<file path="src/hdl/tes_pkg.sv">
// ----------------------------------------------------------------------------
// tes_pkg
// types, codes and controller interface of the timeline sequencer
// ----------------------------------------------------------------------------
package tes_pkg;

	localparam int unsigned SCAN_W = 6;
	localparam int unsigned DIV_STEPS = 16;
	localparam logic [16:0] ONE_Q16 = 17'd65536;
	localparam logic [17:0] THREE_Q16 = 18'd196608;

	localparam logic [2:0] OP_ADD_EVENT = 3'd0;
	localparam logic [2:0] OP_ADD_TWEEN = 3'd1;
	localparam logic [2:0] OP_ADD_WINDOW = 3'd2;
	localparam logic [2:0] OP_PLAY = 3'd3;
	localparam logic [2:0] OP_STOP = 3'd4;
	localparam logic [2:0] OP_TICK = 3'd5;

	localparam logic [1:0] KIND_STATUS = 2'd0;
	localparam logic [1:0] KIND_EVENT = 2'd1;
	localparam logic [1:0] KIND_TWEEN = 2'd2;

	localparam logic [1:0] ST_OK = 2'd0;
	localparam logic [1:0] ST_BUSY = 2'd1;
	localparam logic [1:0] ST_ORDER = 2'd2;
	localparam logic [1:0] ST_FULL = 2'd3;

	localparam logic [1:0] EASE_LINEAR = 2'd0;
	localparam logic [1:0] EASE_SMOOTH = 2'd1;
	localparam logic [1:0] EASE_IN = 2'd2;
	localparam logic [1:0] EASE_OUT = 2'd3;

	typedef struct packed {
		logic [2:0]  operation;
		logic [31:0] time_a;
		logic [31:0] time_b;
		logic [1:0]  ease;
		logic [31:0] delta;
	} req_t;

	typedef struct packed {
		logic [1:0]  kind;
		logic [4:0]  index;
		logic [16:0] value;
		logic [1:0]  status;
		logic        playing;
		logic        input_blocked;
		logic        last;
	} rsp_t;

	typedef enum logic [9:0] {
		S_IDLE   = 10'b0000000001,
		S_WIN    = 10'b0000000010,
		S_EVSCAN = 10'b0000000100,
		S_EVEMIT = 10'b0000001000,
		S_TWCHK  = 10'b0000010000,
		S_TWDIV  = 10'b0000100000,
		S_TWMUL1 = 10'b0001000000,
		S_TWMUL2 = 10'b0010000000,
		S_TWEMIT = 10'b0100000000,
		S_STEMIT = 10'b1000000000
	} state_t;

	typedef struct packed {
		logic accept;
		logic scan_clr;
		logic win_step;
		logic ev_step;
		logic ev_fire;
		logic tw_skip;
		logic tw_load;
		logic div_step;
		logic mul1;
		logic mul2;
		logic tw_push;
		logic st_push;
	} cmd_t;

	typedef struct packed {
		logic win_end;
		logic ev_end;
		logic ev_found;
		logic tw_end;
		logic tw_skip;
		logic tw_full;
		logic tick_act;
		logic div_last;
		logic out_free;
	} sts_t;

endpackage

</file>
<file path="src/hdl/tes_ctrl.sv">
// ----------------------------------------------------------------------------
// tes_ctrl
// sequencing state machine: window scan, event passes, tween updates, status
// ----------------------------------------------------------------------------
module tes_ctrl (
	input  logic          clk,
	input  logic          arst_n,
	input  logic          req_valid,
	output logic          req_stall,
	input  tes_pkg::sts_t sts,
	output tes_pkg::cmd_t cmd
);
	import tes_pkg::*;

	state_t state_q, state_d;

	always_ff @(posedge clk or negedge arst_n) begin
		if (!arst_n) begin
			state_q <= S_IDLE;
		end else begin
			state_q <= state_d;
		end
	end

	assign req_stall = (state_q != S_IDLE);

	always_comb begin
		state_d = state_q;
		cmd = '0;
		unique case (state_q)
			S_IDLE: begin
				if (req_valid) begin
					cmd.accept = 1'b1;
					cmd.scan_clr = 1'b1;
					state_d = S_WIN;
				end
			end
			S_WIN: begin
				if (sts.win_end) begin
					cmd.scan_clr = 1'b1;
					state_d = sts.tick_act ? S_EVSCAN : S_STEMIT;
				end else begin
					cmd.win_step = 1'b1;
				end
			end
			S_EVSCAN: begin
				if (sts.ev_end) begin
					cmd.scan_clr = 1'b1;
					state_d = sts.ev_found ? S_EVEMIT : S_TWCHK;
				end else begin
					cmd.ev_step = 1'b1;
				end
			end
			S_EVEMIT: begin
				if (sts.out_free) begin
					cmd.ev_fire = 1'b1;
					cmd.scan_clr = 1'b1;
					state_d = S_EVSCAN;
				end
			end
			S_TWCHK: begin
				priority if (sts.tw_end) begin
					state_d = S_STEMIT;
				end else if (sts.tw_skip) begin
					cmd.tw_skip = 1'b1;
				end else begin
					cmd.tw_load = 1'b1;
					state_d = sts.tw_full ? S_TWEMIT : S_TWDIV;
				end
			end
			S_TWDIV: begin
				cmd.div_step = 1'b1;
				if (sts.div_last) begin
					state_d = S_TWMUL1;
				end
			end
			S_TWMUL1: begin
				cmd.mul1 = 1'b1;
				state_d = S_TWMUL2;
			end
			S_TWMUL2: begin
				cmd.mul2 = 1'b1;
				state_d = S_TWEMIT;
			end
			S_TWEMIT: begin
				if (sts.out_free) begin
					cmd.tw_push = 1'b1;
					state_d = S_TWCHK;
				end
			end
			S_STEMIT: begin
				if (sts.out_free) begin
					cmd.st_push = 1'b1;
					state_d = S_IDLE;
				end
			end
			default: begin
				state_d = S_IDLE;
			end
		endcase
	end

endmodule

</file>
<file path="src/hdl/tes_dp.sv">
// ----------------------------------------------------------------------------
// tes_dp
// tables, elapsed time, serial scans, radix-2 divider, multiplier, item out
// ----------------------------------------------------------------------------
module tes_dp #(
	parameter int unsigned MAX_EVENTS  = 16,
	parameter int unsigned MAX_TWEENS  = 16,
	parameter int unsigned MAX_WINDOWS = 8
) (
	input  logic          clk,
	input  logic          arst_n,
	input  tes_pkg::req_t req,
	input  tes_pkg::cmd_t cmd,
	output tes_pkg::sts_t sts,
	output logic          rsp_valid,
	input  logic          rsp_stall,
	output tes_pkg::rsp_t rsp
);
	import tes_pkg::*;

	localparam int unsigned ECW = $clog2(MAX_EVENTS + 1);
	localparam int unsigned TCW = $clog2(MAX_TWEENS + 1);
	localparam int unsigned WCW = $clog2(MAX_WINDOWS + 1);
	localparam int unsigned EIW = (MAX_EVENTS > 1) ? $clog2(MAX_EVENTS) : 1;
	localparam int unsigned TIW = (MAX_TWEENS > 1) ? $clog2(MAX_TWEENS) : 1;
	localparam int unsigned WIW = (MAX_WINDOWS > 1) ? $clog2(MAX_WINDOWS) : 1;
	localparam int unsigned DCW = $clog2(DIV_STEPS);

	logic [31:0] ev_time_q [MAX_EVENTS];
	logic [31:0] tw_start_q [MAX_TWEENS];
	logic [31:0] tw_end_q [MAX_TWEENS];
	logic [1:0]  tw_ease_q [MAX_TWEENS];
	logic [31:0] win_start_q [MAX_WINDOWS];
	logic [31:0] win_end_q [MAX_WINDOWS];

	logic [MAX_EVENTS-1:0] fired_q;
	logic [MAX_TWEENS-1:0] done_q;
	logic [ECW-1:0] ev_cnt_q;
	logic [TCW-1:0] tw_cnt_q;
	logic [WCW-1:0] win_cnt_q;
	logic [31:0] elapsed_q, total_q;
	logic run_q, blk_q, tick_q;
	logic [1:0] st_q;
	logic [4:0] idx_q;

	logic [SCAN_W-1:0] scan_q;
	logic found_q;
	logic [EIW-1:0] best_q;
	logic [31:0] best_time_q;

	logic [31:0] rem_q, span_q;
	logic [15:0] quo_q;
	logic [DCW-1:0] div_cnt_q;
	logic [1:0] ease_q;
	logic full_q;
	logic [32:0] prod1_q;
	logic [49:0] prod2_q;

	logic rsp_valid_q;
	rsp_t rsp_q;

	logic [EIW-1:0] ei;
	logic [TIW-1:0] ti;
	logic [WIW-1:0] wi;
	logic [32:0] sum;
	logic [31:0] el_next;
	logic [32:0] shifted;
	logic [16:0] ux;
	logic [32:0] ma;
	logic [17:0] mb;
	logic [50:0] mprod;
	logic [16:0] tw_val;
	logic out_free;
	logic [31:0] cur_s, cur_e;
	logic [1:0] acc_st;
	logic [4:0] acc_idx;

	assign ei = scan_q[EIW-1:0];
	assign ti = scan_q[TIW-1:0];
	assign wi = scan_q[WIW-1:0];
	assign cur_s = tw_start_q[ti];
	assign cur_e = tw_end_q[ti];
	assign sum = {1'b0, elapsed_q} + {1'b0, req.delta};
	assign el_next = sum[32] ? 32'hFFFF_FFFF : sum[31:0];
	assign shifted = {rem_q, 1'b0};
	assign ux = (ease_q == EASE_OUT) ? (ONE_Q16 - {1'b0, quo_q}) : {1'b0, quo_q};
	assign ma = cmd.mul2 ? prod1_q : {16'd0, ux};
	assign mb = cmd.mul2 ? (THREE_Q16 - {1'b0, quo_q, 1'b0}) : {1'b0, ux};
	assign mprod = ma * mb;
	assign out_free = !rsp_valid_q || !rsp_stall;

	always_comb begin
		if (full_q) begin
			tw_val = ONE_Q16;
		end else begin
			unique case (ease_q)
				EASE_LINEAR: tw_val = {1'b0, quo_q};
				EASE_SMOOTH: tw_val = {1'b0, prod2_q[47:32]};
				EASE_IN:     tw_val = {1'b0, prod1_q[31:16]};
				EASE_OUT:    tw_val = ONE_Q16 - prod1_q[32:16];
				default:     tw_val = {1'b0, quo_q};
			endcase
		end
	end

	// status and index of an authoring item
	always_comb begin
		acc_st = ST_OK;
		acc_idx = '0;
		unique case (req.operation)
			OP_ADD_EVENT: begin
				priority if (run_q) begin
					acc_st = ST_BUSY;
				end else if (ev_cnt_q >= ECW'(MAX_EVENTS)) begin
					acc_st = ST_FULL;
				end else begin
					acc_idx = 5'(ev_cnt_q);
				end
			end
			OP_ADD_TWEEN: begin
				priority if (run_q) begin
					acc_st = ST_BUSY;
				end else if (req.time_b < req.time_a) begin
					acc_st = ST_ORDER;
				end else if (tw_cnt_q >= TCW'(MAX_TWEENS)) begin
					acc_st = ST_FULL;
				end else begin
					acc_idx = 5'(tw_cnt_q);
				end
			end
			OP_ADD_WINDOW: begin
				priority if (run_q) begin
					acc_st = ST_BUSY;
				end else if (req.time_b < req.time_a) begin
					acc_st = ST_ORDER;
				end else if (win_cnt_q >= WCW'(MAX_WINDOWS)) begin
					acc_st = ST_FULL;
				end else begin
					acc_idx = 5'(win_cnt_q);
				end
			end
			default: begin
			end
		endcase
	end

	assign sts.win_end = (scan_q == SCAN_W'(win_cnt_q));
	assign sts.ev_end = (scan_q == SCAN_W'(ev_cnt_q));
	assign sts.tw_end = (scan_q == SCAN_W'(tw_cnt_q));
	assign sts.ev_found = found_q;
	assign sts.tw_skip = done_q[ti] || (elapsed_q < cur_s);
	assign sts.tw_full = (elapsed_q >= cur_e);
	assign sts.tick_act = tick_q;
	assign sts.div_last = (div_cnt_q == DCW'(DIV_STEPS - 1));
	assign sts.out_free = out_free;

	// tables, written only by authoring
	always_ff @(posedge clk) begin
		if (cmd.accept && !run_q) begin
			unique case (req.operation)
				OP_ADD_EVENT: begin
					if (ev_cnt_q < ECW'(MAX_EVENTS)) begin
						ev_time_q[ev_cnt_q[EIW-1:0]] <= req.time_a;
					end
				end
				OP_ADD_TWEEN: begin
					if (req.time_b >= req.time_a && tw_cnt_q < TCW'(MAX_TWEENS)) begin
						tw_start_q[tw_cnt_q[TIW-1:0]] <= req.time_a;
						tw_end_q[tw_cnt_q[TIW-1:0]] <= req.time_b;
						tw_ease_q[tw_cnt_q[TIW-1:0]] <= req.ease;
					end
				end
				OP_ADD_WINDOW: begin
					if (req.time_b >= req.time_a && win_cnt_q < WCW'(MAX_WINDOWS)) begin
						win_start_q[win_cnt_q[WIW-1:0]] <= req.time_a;
						win_end_q[win_cnt_q[WIW-1:0]] <= req.time_b;
					end
				end
				default: begin
				end
			endcase
		end
	end

	// control state of the timeline
	always_ff @(posedge clk or negedge arst_n) begin
		if (!arst_n) begin
			fired_q <= '0;
			done_q <= '0;
			ev_cnt_q <= '0;
			tw_cnt_q <= '0;
			win_cnt_q <= '0;
			elapsed_q <= '0;
			total_q <= '0;
			run_q <= 1'b0;
			blk_q <= 1'b0;
			tick_q <= 1'b0;
			st_q <= ST_OK;
			idx_q <= '0;
			scan_q <= '0;
			found_q <= 1'b0;
			div_cnt_q <= '0;
			rsp_valid_q <= 1'b0;
		end else begin
			if (cmd.ev_fire || cmd.tw_push || cmd.st_push) begin
				rsp_valid_q <= 1'b1;
			end else if (rsp_valid_q && !rsp_stall) begin
				rsp_valid_q <= 1'b0;
			end
			if (cmd.accept) begin
				st_q <= acc_st;
				idx_q <= acc_idx;
				blk_q <= 1'b0;
				tick_q <= (req.operation == OP_TICK) && run_q;
				unique case (req.operation)
					OP_ADD_EVENT: begin
						if (acc_st == ST_OK) begin
							fired_q[ev_cnt_q[EIW-1:0]] <= 1'b0;
							ev_cnt_q <= ev_cnt_q + 1'b1;
							if (req.time_a > total_q) total_q <= req.time_a;
						end
					end
					OP_ADD_TWEEN: begin
						if (acc_st == ST_OK) begin
							done_q[tw_cnt_q[TIW-1:0]] <= 1'b0;
							tw_cnt_q <= tw_cnt_q + 1'b1;
							if (req.time_b > total_q) total_q <= req.time_b;
						end
					end
					OP_ADD_WINDOW: begin
						if (acc_st == ST_OK) begin
							win_cnt_q <= win_cnt_q + 1'b1;
							if (req.time_b > total_q) total_q <= req.time_b;
						end
					end
					OP_PLAY: begin
						elapsed_q <= '0;
						fired_q <= '0;
						done_q <= '0;
						run_q <= 1'b1;
					end
					OP_STOP: begin
						run_q <= 1'b0;
					end
					OP_TICK: begin
						if (run_q) begin
							elapsed_q <= el_next;
							if (el_next >= total_q) run_q <= 1'b0;
						end
					end
					default: begin
					end
				endcase
			end
			if (cmd.scan_clr) begin
				scan_q <= '0;
				found_q <= 1'b0;
			end
			if (cmd.win_step) begin
				scan_q <= scan_q + 1'b1;
				if (run_q && elapsed_q >= win_start_q[wi] && elapsed_q <= win_end_q[wi]) begin
					blk_q <= 1'b1;
				end
			end
			if (cmd.ev_step) begin
				scan_q <= scan_q + 1'b1;
				if (!fired_q[ei] && ev_time_q[ei] <= elapsed_q
						&& (!found_q || ev_time_q[ei] < best_time_q)) begin
					found_q <= 1'b1;
				end
			end
			if (cmd.ev_fire) begin
				fired_q[best_q] <= 1'b1;
			end
			if (cmd.tw_skip) begin
				scan_q <= scan_q + 1'b1;
			end
			if (cmd.tw_load) begin
				div_cnt_q <= '0;
			end
			if (cmd.div_step) begin
				div_cnt_q <= div_cnt_q + 1'b1;
			end
			if (cmd.tw_push) begin
				scan_q <= scan_q + 1'b1;
				if (full_q) done_q[ti] <= 1'b1;
			end
		end
	end

	// scan, divider and multiplier payload
	always_ff @(posedge clk) begin
		if (cmd.ev_step && !fired_q[ei] && ev_time_q[ei] <= elapsed_q
				&& (!found_q || ev_time_q[ei] < best_time_q)) begin
			best_q <= ei;
			best_time_q <= ev_time_q[ei];
		end
		if (cmd.tw_load) begin
			full_q <= (elapsed_q >= cur_e);
			ease_q <= tw_ease_q[ti];
			rem_q <= elapsed_q - cur_s;
			span_q <= cur_e - cur_s;
			quo_q <= '0;
		end
		if (cmd.div_step) begin
			if (shifted >= {1'b0, span_q}) begin
				rem_q <= 32'(shifted - {1'b0, span_q});
				quo_q <= {quo_q[14:0], 1'b1};
			end else begin
				rem_q <= shifted[31:0];
				quo_q <= {quo_q[14:0], 1'b0};
			end
		end
		if (cmd.mul1) begin
			prod1_q <= mprod[32:0];
		end
		if (cmd.mul2) begin
			prod2_q <= mprod[49:0];
		end
		if (cmd.ev_fire) begin
			rsp_q <= '{kind: KIND_EVENT, index: 5'(best_q), value: '0, status: ST_OK,
				playing: run_q, input_blocked: blk_q, last: 1'b0};
		end
		if (cmd.tw_push) begin
			rsp_q <= '{kind: KIND_TWEEN, index: 5'(ti), value: tw_val, status: ST_OK,
				playing: run_q, input_blocked: blk_q, last: 1'b0};
		end
		if (cmd.st_push) begin
			rsp_q <= '{kind: KIND_STATUS, index: idx_q, value: '0, status: st_q,
				playing: run_q, input_blocked: blk_q, last: 1'b1};
		end
	end

	assign rsp_valid = rsp_valid_q;
	assign rsp = rsp_q;

endmodule

</file>
<file path="src/hdl/timed_event_tween_sequencer_top.sv">
// ----------------------------------------------------------------------------
// timed_event_tween_sequencer_top
// timeline sequencer with one-shot events, eased tweens and block windows
// ----------------------------------------------------------------------------
// One item is taken at a time. Every item is accepted, scans the window table
// and ends with its status item. A tick that runs also makes one pass over the
// event table per fired event plus a final pass, with one output per fired
// event, then checks each tween; a tween in progress goes through the divider
// and the multiplier steps before its output, and a tween that reaches its end
// has only the output. Output stalls add to this. Results leave through a
// one-entry output register, so the last item of a step may still wait there
// while the next item is taken.
module timed_event_tween_sequencer_top #(
	parameter int unsigned MAX_EVENTS  = 16,
	parameter int unsigned MAX_TWEENS  = 16,
	parameter int unsigned MAX_WINDOWS = 8
) (
	input  logic          clk,
	input  logic          arst_n,
	input  logic          req_valid,
	output logic          req_stall,
	input  tes_pkg::req_t req,
	output logic          rsp_valid,
	input  logic          rsp_stall,
	output tes_pkg::rsp_t rsp
);
	import tes_pkg::*;

	cmd_t cmd;
	sts_t sts;

	tes_ctrl u_ctrl (
		.clk       (clk),
		.arst_n    (arst_n),
		.req_valid (req_valid),
		.req_stall (req_stall),
		.sts       (sts),
		.cmd       (cmd)
	);

	tes_dp #(
		.MAX_EVENTS  (MAX_EVENTS),
		.MAX_TWEENS  (MAX_TWEENS),
		.MAX_WINDOWS (MAX_WINDOWS)
	) u_dp (
		.clk       (clk),
		.arst_n    (arst_n),
		.req       (req),
		.cmd       (cmd),
		.sts       (sts),
		.rsp_valid (rsp_valid),
		.rsp_stall (rsp_stall),
		.rsp       (rsp)
	);

	a_status_last: assert property (@(posedge clk) disable iff (!arst_n)
		rsp_valid |-> ((rsp.kind == KIND_STATUS) == rsp.last))
		else $error("status item and last flag disagree");

	a_blocked_playing: assert property (@(posedge clk) disable iff (!arst_n)
		rsp_valid && rsp.input_blocked |-> rsp.playing)
		else $error("input blocked while stopped");

	a_value_range: assert property (@(posedge clk) disable iff (!arst_n)
		rsp_valid |-> (rsp.value <= ONE_Q16))
		else $error("tween value above one");

	a_push_free: assert property (@(posedge clk) disable iff (!arst_n)
		(cmd.tw_push || cmd.ev_fire || cmd.st_push) |-> (!rsp_valid || !rsp_stall))
		else $error("item pushed over a held item");

endmodule
</file>
<file path="config.mk">
export PLATFORM = sky130hd
export DESIGN_NAME = timed_event_tween_sequencer_top
export DESIGN_NICKNAME = d
export VERILOG_FILES = /design/src/hdl/tes_pkg.sv /design/src/hdl/tes_ctrl.sv /design/src/hdl/tes_dp.sv /design/src/hdl/timed_event_tween_sequencer_top.sv
export SDC_FILE = /design/constraint.sdc
export NUM_CORES = 2
export LEC_CHECK = 0
export BUFFER_PORTS_ARGS = -buffer_cell sky130_fd_sc_hd__buf_2
export CAP_MARGIN = 30
export CELL_PAD_IN_SITES_DETAIL_PLACEMENT = 1
export CELL_PAD_IN_SITES_GLOBAL_PLACEMENT = 2
export CORE_AREA = 5 5 500 502
export CTS_BUF_LIST = sky130_fd_sc_hd__clkbuf_8 sky130_fd_sc_hd__clkbuf_16
export CTS_CLUSTER_DIAMETER = 40
export DETAILED_ROUTE_END_ITERATION = 6
export DIE_AREA = 0 0 505 507
export PLACE_DENSITY = 0.92
export REMOVE_ABC_BUFFERS = 1
export SLEW_MARGIN = 20
export SYNTH_ARGS = -nofsm -noshare
export SYNTH_HDL_FRONTEND = slang
export SYNTH_SLANG_ARGS = --single-unit
</file>
<file path="constraint.sdc">
create_clock -name clk -period 20.3 [get_ports clk]
set_clock_uncertainty 0.2 [all_clocks]
set_input_delay 3.045 -clock clk [delete_from_list [all_inputs] [get_ports clk]]
set_output_delay 3.045 -clock clk [all_outputs]
set_load 0.02 [all_outputs]
</file>
## Word level (Yosys, flattened, before mapping)

Memory sizes are Yosys's and may differ from the RTL's. A register that Yosys moved wholly into a read port is not among the register bits.
Cells that the tools add are included.

| word-level totals | value |
|---|---|
| bits in registers | 369 |
| latch bits | 0 |
| RAM bits | 2080 |
| bits in read-only memories | 0 |
| input port bits | 105 |
| memories | 6 |

| operators by class | value |
|---|---|
| add/sub/neg operators | 12 |
| $mul | 1 |
| div/mod/pow operators | 0 |
| $lt $le $gt $ge | 26 |
| equal/unequal tests | 36 |
| shifts and indexed selects | 0 |
| multiplexer cells | 124 |
| bitwise operators | 6 |
| reductions and logical operators | 46 |

Memory list:

| name | depth | bits a word | read ports | clocked after memory_dff | wr ports | line | text |
|---|---|---|---|---|---|---|---|
| u_dp.ev_time_q | 16 | 32 | 1 | 0 | 1 | tes_dp.sv:29 | `logic [31:0] ev_time_q [MAX_EVENTS];` |
| u_dp.tw_end_q | 16 | 32 | 1 | 0 | 1 | tes_dp.sv:31 | `logic [31:0] tw_end_q [MAX_TWEENS];` |
| u_dp.tw_start_q | 16 | 32 | 1 | 0 | 1 | tes_dp.sv:30 | `logic [31:0] tw_start_q [MAX_TWEENS];` |
| u_dp.win_end_q | 8 | 32 | 1 | 0 | 1 | tes_dp.sv:34 | `logic [31:0] win_end_q [MAX_WINDOWS];` |
| u_dp.win_start_q | 8 | 32 | 1 | 0 | 1 | tes_dp.sv:33 | `logic [31:0] win_start_q [MAX_WINDOWS];` |
| u_dp.tw_ease_q | 16 | 2 | 1 | 1 | 1 | tes_dp.sv:32 | `logic [1:0] tw_ease_q [MAX_TWEENS];` |

Operators by type and width:

| kind | number |
|---|---|
| $mux 32 | 9 |
| $mux 16 | 9 |
| $ge 32x32->1 | 4 |
| $pmux 32 s2 | 2 |
| $mux 10 | 10 |
| $pmux 10 s10 | 1 |
| $lt 32x32->1 | 3 |
| $sub 32x32->32 | 3 |
| $pmux 17 s4 | 1 |
| $gt 32x32->1 | 2 |
| $le 32x32->1 | 2 |
| $pmux 16 s2 | 2 |
| $mux 29 | 2 |
| $mul 33x18->48 | 1 |
| $mux 1 | 45 |
| $mux 5 | 8 |
| $mux 17 | 2 |
| $add 32x32->33 | 1 |
| $ge 33x32->1 | 1 |
| $mux 33 | 1 |
| $and 16x16->16 | 2 |
| $not 16->16 | 2 |
| $or 16x16->16 | 2 |
| $mux 6 | 5 |
| other kinds (58) | 131 |

## Depth between registers and ports, before layout

| depth | value |
|---|---|
| depth after elaboration | 12 |
| depth in mapped cells | 36 |

## Modules after synthesis

From an unflattened synthesis, not the netlist that was laid out.

| second synthesis, totals | value |
|---|---|
| cell total of the unflattened synthesis | 8355 |
| area, all modules | 125191.3 um^2 |

By module, submodules not included:

| module | instances | cells an instance | area each (um^2) | sequential area each (um^2) |
|---|---|---|---|---|
| tes_dp | 1 | 8242 | 124288.0 | 71478.6 |
| tes_ctrl | 1 | 113 | 903.4 | 251.5 |

## Least setup slack after synthesis

No wires, ideal clock.

| timing | value |
|---|---|
| path type | in2reg |
| from | input req[92] in the netlist's numbering |
| to | memory u_dp.tw_ease_q[3][0], enable pin |
| setup time | 0.571 ns |
| arrival | 9.508 ns |
| required time | 19.529 ns |
| path slack | 10.021 ns |
| stages | 11 |
| path buffers | 0 |
| cell sequence | inv_1 -> ha_1 -> and4_1 -> or3b_1 -> nor3_1 -> a21boi_0 -> a21oi_1 -> a211oi_1 -> and2_1 -> nand2_1 -> nor3_1 |

| between the ends | value |
|---|---|
| longest elaborated chain between the ends | 6 |

RTL lines:

| item | line | text |
|---|---|---|
| start, declared | timed_event_tween_sequencer_top.sv:22 | `input tes_pkg::req_t req,` |
| $ge 32x32->1 | tes_dp.sv:167 | `if (req.time_b >= req.time_a && tw_cnt_q < TCW'(MAX_TWEENS)) begin` |
| $logic_and 1x1->1 | tes_dp.sv:167 |  |
| $mux 1 | tes_dp.sv:167 |  |
| $mux 1 | tes_dp.sv:160 | `unique case (req.operation)` |
| $mux 1 | tes_dp.sv:159 | `if (cmd.accept && !run_q) begin` |
| $mux 1 (implied by the code) | tes_dp.sv:170 | `tw_ease_q[tw_cnt_q[TIW-1:0]] <= req.ease;` |
| end, declared | tes_dp.sv:32 |  |

No other way between the ends.

## Final worst setup path

| timing | value |
|---|---|
| from | register u_ctrl.state_q[0] |
| to | register u_dp.prod2_q[46] (data pin) |

| between the ends | value |
|---|---|
| longest elaborated chain between the ends | 4 |
| elaborated cells on any way between the ends | 5 |
| classes of those cells | mul (1); eq/ne (1); mux (3) |

RTL lines:

| item | line | text |
|---|---|---|
| start, declared | tes_ctrl.sv:15 | `state_t state_q, state_d;` |
| start signal, assigned | tes_ctrl.sv:21 | `state_q <= state_d;` |
| $eq 10x8->1 * | tes_ctrl.sv:30 | `unique case (state_q)` |
| $mux 1 * | tes_ctrl.sv:30 |  |
| $mux 33 / $mux 18 (equally long branches) | tes_dp.sv:87, tes_dp.sv:88 |  |
| $mul 33x18->48 * | tes_dp.sv:89 | `assign mprod = ma * mb;` |
| via u_dp.mprod[46] | tes_dp.sv:71 | `logic [50:0] mprod;` |
| end signal, assigned | tes_dp.sv:318 | `prod2_q <= mprod[49:0];` |
| end, declared | tes_dp.sv:57 | `logic [49:0] prod2_q;` |

The timed path passes the listed nets; every way through them passes the cells marked *.
A chain may end at the register's enable or synchronous reset.

==> metrics.md <==
| Metric | Value |
|---|---|
| Status | completed |
| Reg2Reg Setup Slack | 9470 ps |
| GRT Total Usage | 32.7% |
| Post-synth top flop | edfxtp_1 |
| Chip Width | 505 um |
| CP arrival | 11,280 ps |
| Synth Area in XOR/XNOR | 1.48% |
| # IOs | 136 |
| Final Instance Area | 142,000 um2 |
| # DRC | 0 |
| Layout Nets | 9,852 |
| First-pass iteration count of the detailed router | 6 |
| Initial antenna violation count | 24 |
| Worst Path Buf+Inv | 6 |
| Synth Area in Simple Gates | 5.77% |
| Reg2Reg Depth | 29 |
| # port buffers | 135 |
| RePlAce Congestion | 0.952 |
| Post-Syn Area | 124,000 um2 |
| Initial core utilization | 50.8% |
| Worst-Margin Slew | 1080 ps |
| Largest family of logic cells by synthesized area | adder cells |
| Worst Setup End Kind | flip-flop |
| Area growth syn-to-layout | 14.1% |
| First-pass GRT wire length | 611 mm |
| Pin count of the biggest net entering global routing | 133 |
| CTS max path bufs | 4 |
| Most frequent cells in the layout | edfxtp_1, inv_1, nand2_1 |
| Number of synthesized flops with an enable pin | 2,257 |
| H-tree Lvls | 5 |
| Async set-reset flop share out of synthesis | 5.87% |
| Post-Synth Adder-Cell Area | 13.4% |
| Final WS setup | 9470 ps |
| Final setup vio count | 0 |
| Dpl cells | 11,571 |
| Final ANT Viol Nets | 0 |
| CTS clk-pin slew, worst paths | 50 ps |
| Smallest hold slack | 248 ps |
| PostCTS Resize Cnt | 0 |
| WL final | 423 mm |
| Rows | 182 |
| Total Die Area | 256,000 um2 |
| Hold Vio Cnt, Final | 0 |
| WL/cell | 34.6 um |
| Delay-heaviest family, CP | adder cells |
| Class of the worst hold path | flip-flop to flip-flop |
| Leak pwr | 53.6 nW |
| Non-filler cells, final | 12,220 |
| Mean Syn Cell Area | 15.0 um2 |
| Place WS | 9550 ps |
| Most used cell, CP | fa_1 |
| Seq cells post-synth | 2,419 |
| GRT overflow | 0 |
| DP Area | 130,000 um2 |
| Clk sinks | 2,419 |
| Crit path largest cell delay | 820 ps |
| F_max | 92.3 MHz |
| Core area | 245,000 um2 |
| Maximum vdd ir drop | 0.0000952 V |
| Levels on crit path | 29 |
| Vias | 80,408 |
| Sequential area share after synthesis | 57.6% |
| Clk_lat worst skew | 980 ps |
| Area leader, netlist | edfxtp_1 |
| Worst EP required | 20,750 ps |
| TritonCTS Buffers | 352 |
| Maximum fanout along the worst path | 83 |
| Compound-Gate Fraction of Synth Area | 5.55% |
| Fill cell count | 22,660 |
| Synth warn | 0 |
| Cells after Synth | 8,293 |
| Vias in the first global route | 86,651 |
| Slew Limit Fails | 0 |
| Synth top area cells | edfxtp_1, mux4_2, fa_1 |
| MaxCap Viol Count | 0 |
| Cell variety after synth | 96 |
| Post-CTS Setup Bufs | 0 |
| Worst hold start | u_dp.rsp[20]$_SDFFE_PP0P_ |
| Power per cell area | 126 nW/um2 |
| Unrepaired setup endpoints after global routing | no |
| Slowest cell on the critical path | nor4_1 |
| Share of cells above drive strength 1 | 18.7% |
| Reg-to-reg endpoint | u_dp.prod2_q[46]$_DFFE_PP_ |
| WHS Endpoint | u_dp.rsp[20]$_SDFFE_PP0P_ |
| Clk root buf | clkbuf_16 |
| Via density | 6.58 |
| Chip height | 507 um |
| DP HPWL | 264 mm |
| First-iteration detailed-routing DRC count | 9,668 |
| CP Launch Type | flip-flop |
| Mux cell area share after synthesis | 12.4% |
| Leading cell type in the layout, fill and taps excluded | edfxtp_1 |
| CTS tree | done |
| Slew HR | 27.8% |
| Kind of critical path | flip-flop to flip-flop |
| Crit path time final | 10,830 ps |
| Start of the worst register-to-register path | u_ctrl.state_q[0]$_DFFE_PN1P_ |
| Area fraction of the dominant cell type after synthesis | 54.5% |
| Final period util | 53.4% |
| Hold_buf cts | 0 |
| Hold path cells | 2 |
-- cell type report --
type	count	area [um2]	area share [%]
inverter	872	3280	2.31
clock buffer	359	8950	6.30
tap	3220	4030	2.84
timing repair buffer	390	2780	1.96
sequential	2419	71700	50.5
multi-input combinational	4675	48500	34.2
antenna	22	55.1	0.0388
clock inverter	263	2660	1.87
-- layer usage --
| layer | global-route usage [%] | part of all wire [%] |
|---|---|---|
| met1 | 40.3 | 35 |
| met3 | 6.63 | 8.8 |
| met5 | 0 | 0.026 |
| met2 | 54.3 | 49 |
| met4 | 18.5 | 6.7 |
-- cells by family after synthesis --
logic type               count (synthesis)
other                                    1
buffers and inverters                 1214
multiplexers                           751
XOR/XNOR                               211
flip-flops                            2419
AND/OR/NAND/NOR                       1565
AO/OA/AOI/OAI                         1095
adder cells (fa/ha/maj)               1037
-- metrics by stage --
step                utilization, %  TNS, ps  total power [mW]
floorplan                        -  -971730              11.3
global placement              53.1        0              11.1
detailed placement            53.2        0              11.4
CTS                           58.0        0              17.8
global route                  58.0        0              18.5
finish                        58.0        0              17.9
-- flip-flops by register name (all words and copies together) (netlist names), 10 cells and up --
register / count
u_ctrl.state_q: 10
u_dp.ev_time_q: 512
u_dp.done_q: 16
u_dp.win_start_q: 256
u_dp.prod1_q: 33
u_dp.prod2_q: 16
u_dp.tw_start_q: 512
u_dp.elapsed_q: 32
u_dp.win_end_q: 256
u_dp.total_q: 32
u_dp.tw_ease_q: 32
u_dp.tw_end_q: 512
u_dp.best_time_q: 32
u_dp.fired_q: 16
u_dp.span_q: 32
u_dp.rsp: 29
u_dp.quo_q: 16
u_dp.rem_q: 32
-- where the power goes --
| part | switching, mW | internal, mW | total [mW] | leakage (nW) |
|---|---|---|---|---|
| Clock | 2.42 | 3.72 | 6.13 | 5.74 |
| Combinational | 3.48 | 2.45 | 5.93 | 25.4 |
| Sequential | 0.157 | 5.65 | 5.80 | 22.4 |
| Total | 6.06 | 11.8 | 17.9 | 53.6 |
-- worst max-delay path by stage --
stage                                 endpoint                     startpoint  slack [ps]
floorplan             u_dp.best_q[0]$_DFFE_PP_     u_dp.scan_q[0]$_DFFE_PN0P_       -6400
global placement    u_dp.prod2_q[46]$_DFFE_PP_  u_ctrl.state_q[0]$_DFFE_PN1P_        9920
detailed placement  u_dp.prod2_q[46]$_DFFE_PP_  u_ctrl.state_q[0]$_DFFE_PN1P_        9550
CTS                 u_dp.prod2_q[46]$_DFFE_PP_  u_ctrl.state_q[0]$_DFFE_PN1P_        9520
global route        u_dp.prod2_q[46]$_DFFE_PP_  u_ctrl.state_q[0]$_DFFE_PN1P_        8950
finish              u_dp.prod2_q[46]$_DFFE_PP_  u_ctrl.state_q[0]$_DFFE_PN1P_        9470
-- worst reg2reg max path, delay by kind of cell (launching register included) --
family | cells | cell delay, ps
flops | 1 | 610
xor+xnor | 1 | 120
buf+inv | 6 | 1600
compound gates | 6 | 2500
fa+ha+maj | 7 | 3400
simple gates | 9 | 2170
-- synthesized netlist by cell type (41+ instances only) --
| cell | number |
|---|---|
| edfxtp_1 | 2257 |
| inv_1 | 870 |
| nand2_1 | 644 |
| mux4_2 | 629 |
| ha_1 | 539 |
| fa_1 | 498 |
| nor2_1 | 405 |
| o21ai_0 | 274 |
| a21oi_1 | 267 |
| clkbuf_1 | 245 |
| a21o_1 | 141 |
| dfrtp_1 | 141 |
| xnor2_1 | 135 |
| mux2i_1 | 120 |
| nand3_1 | 79 |
| xor2_1 | 76 |
| buf_2 | 75 |
| o21a_1 | 67 |
| nand4_1 | 64 |
| nor3_1 | 61 |
| and2_1 | 60 |
| nand2b_1 | 59 |
| nor2b_1 | 58 |
| o21ai_1 | 47 |
| a31oi_1 | 41 |
(Power assumes the default switching activity.)
